`src/lcfe_pkg.sv`:
```
`timescale 1ns / 1ps
package lcfe_pkg;

   localparam int CHANNELS = 8;
   localparam int CH_W     = (CHANNELS > 1) ? $clog2(CHANNELS) : 1;
   localparam int LEVEL_W  = 8;
   localparam int FIELDS   = 8;

   typedef logic [LEVEL_W-1:0] level_type;

   localparam logic [1:0] OP_SET_ONE = 2'd0;
   localparam logic [1:0] OP_MASKED  = 2'd1;
   localparam logic [1:0] OP_TICK    = 2'd2;

   localparam level_type STEP_RESET = 8'h01;

   typedef struct packed {
      logic [1:0] operation;
      logic [2:0] channel;
      level_type  step;
      logic [7:0] mask;
      level_type  value_0;
      level_type  value_1;
      level_type  value_2;
      level_type  value_3;
      level_type  value_4;
      level_type  value_5;
      level_type  value_6;
      level_type  value_7;
   } req_word_type;

   typedef struct packed {
      level_type level_0;
      level_type level_1;
      level_type level_2;
      level_type level_3;
      level_type level_4;
      level_type level_5;
      level_type level_6;
      level_type level_7;
   } rsp_word_type;

endpackage

```
`src/lcfe_step_unit.sv`:
```
`timescale 1ns / 1ps
module lcfe_step_unit
   import lcfe_pkg::*;
(
   input  level_type cur,
   input  level_type tgt,
   input  level_type stp,
   output level_type next
);

   level_type gap;

   always_comb begin
      next = cur;
      gap = '0;
      if (cur > tgt) begin
         gap = cur - tgt;
         next = (gap >= stp) ? cur - stp : cur - 8'd1;
      end else if (cur < tgt) begin
         gap = tgt - cur;
         next = (gap >= stp) ? cur + stp : cur + 8'd1;
      end
   end

endmodule

```
`src/led_channel_fade_engine_core.sv`:
```
`timescale 1ns / 1ps
// channel  signals                               direction
// req      req_valid, req_stall, req_word        in  (word accepted on valid & !stall)
// rsp      rsp_valid, rsp_stall, rsp_word        out (word taken on valid & !stall)
// csr      csr_write, csr_wdata (default_step)   in
//
// Each word is accepted in idle, then a sequencer walks the channels one per cycle
// through a single shared compare/add step unit.
// req_stall is high from accept until the result is placed in the output register.
// A full output register (rsp_stall) holds the sequencer after its last channel.
// Synchronous reset clears levels and targets, sets steps and default_step to 1.
module led_channel_fade_engine_core
   import lcfe_pkg::*;
(
   input  logic         clock,
   input  logic         reset,
   input  logic         req_valid,
   output logic         req_stall,
   input  req_word_type req_word,
   output logic         rsp_valid,
   input  logic         rsp_stall,
   output rsp_word_type rsp_word,
   input  logic         csr_write,
   input  level_type    csr_wdata
);

   typedef enum logic [1:0] {S_IDLE, S_RUN, S_HOLD} state_type;

   localparam logic [CH_W-1:0] LAST = CH_W'(CHANNELS - 1);

   state_type       state_ff, state_in;
   logic [CH_W-1:0] idx_ff, idx_in;
   logic [2:0]      k_ff, k_in;
   level_type       dflt_ff, dflt_in;
   level_type       cur_ff [CHANNELS];
   level_type       cur_in [CHANNELS];
   level_type       tgt_ff [CHANNELS];
   level_type       tgt_in [CHANNELS];
   level_type       stp_ff [CHANNELS];
   level_type       stp_in [CHANNELS];
   req_word_type    item_ff, item_in;
   logic            rsp_valid_ff, rsp_valid_in;
   rsp_word_type    rsp_word_ff, rsp_word_in;

   level_type       vals [FIELDS];
   level_type       lvl [FIELDS];
   level_type       step_next;
   logic            out_free;

   lcfe_step_unit u_step (
      .cur  (cur_ff[idx_ff]),
      .tgt  (tgt_ff[idx_ff]),
      .stp  (stp_ff[idx_ff]),
      .next (step_next)
   );

   assign vals[0] = item_ff.value_0;
   assign vals[1] = item_ff.value_1;
   assign vals[2] = item_ff.value_2;
   assign vals[3] = item_ff.value_3;
   assign vals[4] = item_ff.value_4;
   assign vals[5] = item_ff.value_5;
   assign vals[6] = item_ff.value_6;
   assign vals[7] = item_ff.value_7;

   assign out_free = !rsp_valid_ff || !rsp_stall;

   always_comb begin
      state_in     = state_ff;
      idx_in       = idx_ff;
      k_in         = k_ff;
      dflt_in      = dflt_ff;
      item_in      = item_ff;
      cur_in       = cur_ff;
      tgt_in       = tgt_ff;
      stp_in       = stp_ff;
      rsp_valid_in = rsp_valid_ff;
      rsp_word_in  = rsp_word_ff;

      if (csr_write) begin
         dflt_in = csr_wdata;
      end
      if (rsp_valid_ff && !rsp_stall) begin
         rsp_valid_in = 1'b0;
      end

      case (state_ff)
         S_IDLE: begin
            if (req_valid) begin
               item_in  = req_word;
               idx_in   = '0;
               k_in     = '0;
               state_in = S_RUN;
            end
         end
         S_RUN: begin
            case (item_ff.operation)
               OP_SET_ONE: begin
                  if (item_ff.channel == 3'(idx_ff)) begin
                     tgt_in[idx_ff] = item_ff.value_0;
                     stp_in[idx_ff] = item_ff.step;
                  end
               end
               OP_MASKED: begin
                  if (item_ff.mask[idx_ff]) begin
                     tgt_in[idx_ff] = vals[k_ff];
                     stp_in[idx_ff] = dflt_ff;
                     k_in           = k_ff + 3'd1;
                  end
               end
               OP_TICK: begin
                  cur_in[idx_ff] = step_next;
               end
               default: begin
               end
            endcase
            if (idx_ff == LAST) begin
               idx_in   = '0;
               k_in     = '0;
               state_in = out_free ? S_IDLE : S_HOLD;
            end else begin
               idx_in = idx_ff + 1'b1;
            end
         end
         S_HOLD: begin
            if (out_free) begin
               state_in = S_IDLE;
            end
         end
         default: begin
            state_in = S_IDLE;
         end
      endcase

      // levels as they stand after this cycle's update
      for (int i = 0; i < FIELDS; i++) begin
         lvl[i] = (i < CHANNELS) ? cur_in[i] : '0;
      end
      if ((state_ff == S_RUN && idx_ff == LAST && out_free) ||
          (state_ff == S_HOLD && out_free)) begin
         rsp_valid_in = 1'b1;
         rsp_word_in  = '{level_0: lvl[0], level_1: lvl[1], level_2: lvl[2],
                          level_3: lvl[3], level_4: lvl[4], level_5: lvl[5],
                          level_6: lvl[6], level_7: lvl[7]};
      end
   end

   always_ff @(posedge clock) begin
      if (reset) begin
         state_ff     <= S_IDLE;
         idx_ff       <= '0;
         k_ff         <= '0;
         dflt_ff      <= STEP_RESET;
         rsp_valid_ff <= 1'b0;
         for (int i = 0; i < CHANNELS; i++) begin
            cur_ff[i] <= '0;
            tgt_ff[i] <= '0;
            stp_ff[i] <= STEP_RESET;
         end
      end else begin
         state_ff     <= state_in;
         idx_ff       <= idx_in;
         k_ff         <= k_in;
         dflt_ff      <= dflt_in;
         rsp_valid_ff <= rsp_valid_in;
         cur_ff       <= cur_in;
         tgt_ff       <= tgt_in;
         stp_ff       <= stp_in;
      end
   end

   always_ff @(posedge clock) begin
      item_ff     <= item_in;
      rsp_word_ff <= rsp_word_in;
   end

   assign req_stall = (state_ff != S_IDLE);
   assign rsp_valid = rsp_valid_ff;
   assign rsp_word  = rsp_word_ff;

`ifndef ASSERT_OFF
   a_busy_after_accept: assert property (@(posedge clock) disable iff (reset)
      req_valid && !req_stall |=> req_stall)
      else $error("accepted word did not make the engine busy");

   a_idle_counters_clear: assert property (@(posedge clock) disable iff (reset)
      state_ff == S_IDLE |-> idx_ff == '0 && k_ff == '0)
      else $error("sequencer counters not cleared in idle");

   a_result_from_work: assert property (@(posedge clock) disable iff (reset)
      !rsp_valid_ff && rsp_valid_in |-> state_ff == S_RUN || state_ff == S_HOLD)
      else $error("result produced without a word in progress");
`endif

endmodule
```
`config.mk`:
```
export PLATFORM = sky130hd
export DESIGN_NAME = led_channel_fade_engine_core
export DESIGN_NICKNAME = d
export VERILOG_FILES = /design/src/lcfe_pkg.sv /design/src/lcfe_step_unit.sv /design/src/led_channel_fade_engine_core.sv
export SDC_FILE = /design/constraint.sdc
export NUM_CORES = 1
export LEC_CHECK = 0
export BUFFER_PORTS_ARGS = -buffer_cell sky130_fd_sc_hd__buf_2
export CORE_ASPECT_RATIO = 0.6
export CORE_MARGIN = 2
export CORE_UTILIZATION = 50
export CTS_CLUSTER_DIAMETER = 60
export DETAILED_ROUTE_END_ITERATION = 10
export PLACE_DENSITY = 0.71
export SLEW_MARGIN = 30
export SYNTH_ARGS = -nofsm -noshare
export SYNTH_HDL_FRONTEND = slang
export SYNTH_HIERARCHICAL = 1
export SYNTH_SLANG_ARGS = --single-unit
```
`constraint.sdc`:
```
create_clock -name clock -period 6.2 [get_ports clock]
set_clock_uncertainty 0.05 [all_clocks]
set_input_delay 0.62 -clock clock [delete_from_list [all_inputs] [get_ports clock]]
set_output_delay 0.62 -clock clock [all_outputs]
set_load 0.1 [all_outputs]
```
# Word level (Yosys, flattened, before mapping)
# Cells that the tools add are included.
# Widths: inputs -> output; s select.
[classes] add_sub_neg=8 n_mul=0 div=0 order_cmp=8 eq_ne=13 shifts=0 muxes=47 bitwise_logic=2 n_reduce_logical=20
[op_table] operator="$mux 64" n=6
[op_table] operator="$bwmux 64" n=5
[op_table] operator="$pmux 64 s2" n=2
[op_table] operator="$mux 8" n=13
[op_table] operator="$bmux 8 s3" n=4
[op_table] operator="$demux 8 s3" n=1
[op_table] operator="$sub 8x8->8" n=3
[op_table] operator="$ge 8x8->1" n=2
[op_table] operator="$mux 3" n=5
[op_table] operator="$pmux 3 s2" n=2
[op_table] operator="$ne 2x2->1 const B" n=5
[op_table] operator="$add 8x1->8 const B" n=1
[op_table] operator="$add 8x8->8" n=1
[op_table] operator="$ge 4x4->1 const B" n=2
[op_table] operator="$gt 8x8->1" n=1
[op_table] operator="$lt 8x8->1" n=1
[op_table] operator="$mux 2" n=4
[op_table] operator="$not 3->4" n=2
[op_table] operator="$reduce_and 4->1" n=2
[op_table] operator="$reduce_bool 2->1" n=4
[op_table] operator="$sub 8x1->8 const B" n=1
[op_table] operator="$add 3x1->3 const B" n=2
[op_table] operator="$pmux 2 s3" n=1
[op_table] operator="$logic_and 1x1->1" n=5
[op_table] operator="15 further kinds" n=23
[word_totals] ff_bits=358 latchBits=0 mem_bits_rw=0 rom_bits=0 in_bits=98 output_inout_bits=66 elab_cells=147 memories=0

# Depth between registers and ports, before layout
[depth] word_depth=12 depth_mapped=34 mapped_depth_nobuf=31

# Hierarchy
# The synthesis kept the hierarchy.
[by_module_without_submodules] module="led_channel_fade_engine_core" n_inst=1 cells_each=1174 area_per_inst_um2=14968.1 seq_area_each_um2=8658.3
[by_module_without_submodules] module="lcfe_step_unit" n_inst=1 cells_each=240 area_per_inst_um2=1716.6 seq_area_each_um2=0.0

# Least setup slack after synthesis
# No wires, ideal clock.
[synth_path] path_kind="register -> register" start="register idx_ff[0]" end="register cur_ff[38] (netlist bit)" setup_time_ps=66 arrival_ps=6250 t_required_ps=6084 path_slack_ps=-166 path_stages_with_launch=33 path_buffers=4 synth_period_minus_slack_ps=6366 cell_sequence="dfxtp_1 buf_6 buf_2 buf_2 buf_2 mux2i_1 nor2_1 a211oi_1 o21ai_0 inv_1 ha_1 a21oi_1 o21bai_1 a221o_1 a21oi_1 xnor2_1 ha_1 a21oi_1 o21ai_0 a21o_1 nand2b_1 ha_1 inv_1 fa_1 a21o_1 a21oi_1 o21bai_1 a21oi_1 xnor2_1 a21oi_1 a21oi_1 mux2_2 nor2b_1"
[synth_rtl] item="from (decl)" line_no="led_channel_fade_engine_core.sv:32" source="logic [CH_W-1:0] idx_ff, idx_in;"
[synth_rtl] item="from (signal assigned)" line_no="led_channel_fade_engine_core.sv:162" source="idx_ff <= idx_in;"
[synth_rtl] item="to (signal assigned)" line_no="led_channel_fade_engine_core.sv:166" source="cur_ff <= cur_in;"
[synth_rtl] item="to (decl)" line_no="led_channel_fade_engine_core.sv:35" source="level_type cur_ff [CHANNELS];"

==> results.yml <==
synthesis:
  ys_seq_area_frac: 0.519
  synth_most_common_cell: "dfxtp_1"
  ys.flop_type: "dfxtp_1"
  yosys.area.top_type: "edfxtp_1"
  syn_nets: 1564
  synthArstFlopShare: 0
  synth-seq-cells: 358
  synth_top_area_frac: 0.268
  synth_common_cells: "209 x dfxtp_1, 178 x mux2i_1, 149 x edfxtp_1"
  netlist_area_mm2: 0.0167
  ys_warn_count: 6
  avgSynthCellArea_um2: 11.8
  syn_inst: 1414
  synth_edf_count: 149
  synth.top_cells.by_area: "edfxtp_1 27%, dfxtp_1 25%, mux2i_1 11%, mux2_2 6.1%, nand2b_1 4.9%"
  ys_types: 54
clock_tree:
  cts.clk_slew.worst_paths_ns: 0.06
  cts_root_buffer: "clkbuf_16"
  h-tree-depth: 2
  cts-buffers-inserted: 36
  cts_tree: "done"
  clk_path_buf_depth: 3
  cts_hold_repair.buffers: 0
  cts.sinks: 358
  clock_latency_ns: 0.54
place:
  place_hpwl_mm: 31.4
  io_buffer_count: 163
  dp_slack_ns: -0.283
  place.gp.congestion: 0.983
drt:
  drt_first_pass_iters: 5
  routed_via_density: 5.61
  ant_nets: 0
  wl_per_cell_um: 21.0
  drtIter0Drc: 1081
  wl_mm: 44.3
  drc_errors: 0
  vias: 11829
final_layout:
  multiInputGateArea_mm2: 0.00761
  nFillCells: 2675
  n_antenna_cell: 0
  area_growth_pct: 18.7
  drive_above_1_share: 0.280
  utilization: 0.606
  regArea_mm2: 0.00867
  nNetsFinal: 1781
grt:
  antenna_found_initial: 0
  overflow: 0
  grt_pass1_vias: 11606
  grt_pass1_wl_mm: 67.9
  grtUsageTotal: 0.253
  grt_max_degree: 90
outcome:
  outcome: "finished, final reports clean"
floorplanning:
  core_area_mm2: 0.0327
  chipWidth_um: 240
  start_util: 0.511
  die_area_mm2: 0.0349
  pin_count: 164
  die_h_um: 146
  rows: 51
sta:
  setup_viol: 0
  worstMarginPinSlew_ns: 0.957
  fmaxAchievable_ghz: 0.169
  finalHoldViolations: 0
  fin_crit_sh: 0.955
  relSlewSlack: 0.362
  post-route-min-period_ns: 5.92
  slew_viol_final: 0
  worst_slack_ns: 0.282
  timing.hold.ws_ns: 0.202
power:
  comb_power_share: 0.162
  p_leak_nw: 8.22
  seqPwrFrac: 0.450
  netSwitchingFraction: 0.268
  vdd_drop_max_mv: 0.195
  p_per_area_mw_per_mm2: 283
  p_int_w: 0.00410
  clkPwrFrac: 0.388
  p_total_w: 0.00560
  switchingPower_w: 0.00150
setup_path:
  cp_top_family: "compound AO/OA/AOI/OAI gates"
  ff2ff_setup_slack_ns: 0.28
  critPathBufInv: 5
  slowest_stage: "dfxtp_4"
  worstPathArrival_ns: 6.26
  r2r_end: "cur_ff[13]"
  critPathKind: "flop to flop"
  end_kind: "flop"
  rr_worst_depth: 30
  worst_path_largest_cell_delay_ns: 0.42
  reg2reg_from: "idx_ff[0]"
  worstSetupStartpointType: "flop"
  crit_required_ns: 6.54
  path_max_fanout: 8
  cpMostUsedCell: "a21oi_1"
worst_hold_path:
  holdCritPathClass: "input pin to flop"
  hold_start: "req_word[1]"
  min_path_cells: 1
  hold_end: "item_ff[1]"
flow_run:
  drv_cap: 0
worst register-to-register path, delay by kind of cell (launching register included):
family	cells	cell delay, ns
simple gates	5	0.47
xor+xnor	2	0.26
flops	1	0.42
buf+inv	5	0.67
mux	2	0.50
fa+ha+maj	4	1.08
compound gates	12	2.31
per-layer routing:
| layer | GRT usage | vias up | share of wire |
|---|---|---|---|
| met4 | 0.0531 | 2 | 0.015 |
| met1 | 0.388 | 5876 | 0.49 |
| met5 | 0.0248 | - | 0.0026 |
| met2 | 0.356 | 398 | 0.42 |
| li1 | - | 5499 | - |
| met3 | 0.0647 | 54 | 0.078 |
power groups by stage:
| stage | Sequential [W] | Clock, W | Combinational (W) |
|---|---|---|---|
| after detailed placement | 0.00257 | 0 | 0.000813 |
| after CTS | 0.00252 | 0.00220 | 0.000828 |
| after floorplan | 0.00257 | 0 | 0.000482 |
| after global routing | 0.00253 | 0.00230 | 0.000967 |
| after global placement | 0.00257 | 0 | 0.000803 |
| final | 0.00252 | 0.00217 | 0.000905 |
timing repair:
| action | CTS | global route |
|---|---|---|
| pin swaps | 0 | 14 |
| endpoints found under the setup margin | 48 | 89 |
| hold endpoints to repair | 0 | 0 |
| cloned | 0 | 2 |
| resized for setup | 5 | 34 |
| setup buffers | 0 | 10 |
logic make-up after synthesis:
logic type,count (synthesis),share of synthesized area
buf+inv,117,0.0344
xor+xnor,28,0.0147
simple gates,389,0.129
mux,281,0.185
flops,358,0.519
compound gates,189,0.0769
fa+ha+maj,52,0.0408
metrics by stage:
step / instances / setup TNS, ns / area [um^2]
3_3_place_gp: 2030 / -2.12 / 18300
5_1_grt: 2109 / -0.0332 / 19800
3_5_place_dp: 2031 / -4.65 / 18300
4_1_cts: 2097 / 0 / 19500
2_1_floorplan: 1414 / 0 / 16700
6_report: 2109 / 0 / 19800
flip-flops by register name, indices dropped and copies added, names as in the netlist:
| signal | cells |
|---|---|
| dflt_ff | 8 |
| tgt_ff | 64 |
| k_ff | 3 |
| cur_ff | 64 |
| state_ff | 2 |
| rsp_valid | 1 |
| item_ff | 85 |
| stp_ff | 64 |
| idx_ff | 3 |
| rsp_word | 64 |
layout by cell type (no fill, tap or decap), types with 15 or more instances in the layout:
cell	instances
o21ai_0	21
a21oi_1	35
buf_4	85
ha_1	44
buf_2	162
clkbuf_16	40
xnor2_1	17
a22oi_1	19
nor2b_1	71
edfxtp_1	149
nand2_1	53
nor2_1	82
dfxtp_1	205
mux2i_1	178
a21o_1	15
nand2b_1	130
mux2_2	90
inv_1	35
worst max path at each step:
stage / slack [ns] / endpoint / startpoint / cells after the start
finish: 0.28 / cur_ff[13] / idx_ff[0] / 30
global route: -0.02 / cur_ff[55] / idx_ff[0] / 29
detailed placement: -0.28 / cur_ff[55] / idx_ff[1] / 28
CTS: 0.04 / cur_ff[6] / idx_ff[1] / 27
floorplan: 0.02 / cur_ff[38] / idx_ff[1] / 31
global placement: -0.13 / cur_ff[39] / idx_ff[1] / 29
area by class of cell:
class                   instances  share of cell area
flip-flops and latches        358               0.438
multi-input cells             939               0.384
repair buffers                257              0.0829
clock buffers                  47              0.0507
well taps                     450              0.0284
clock inverters                19             0.00840
inverters                      39             0.00739
Power figures use the tool's default switching activity.
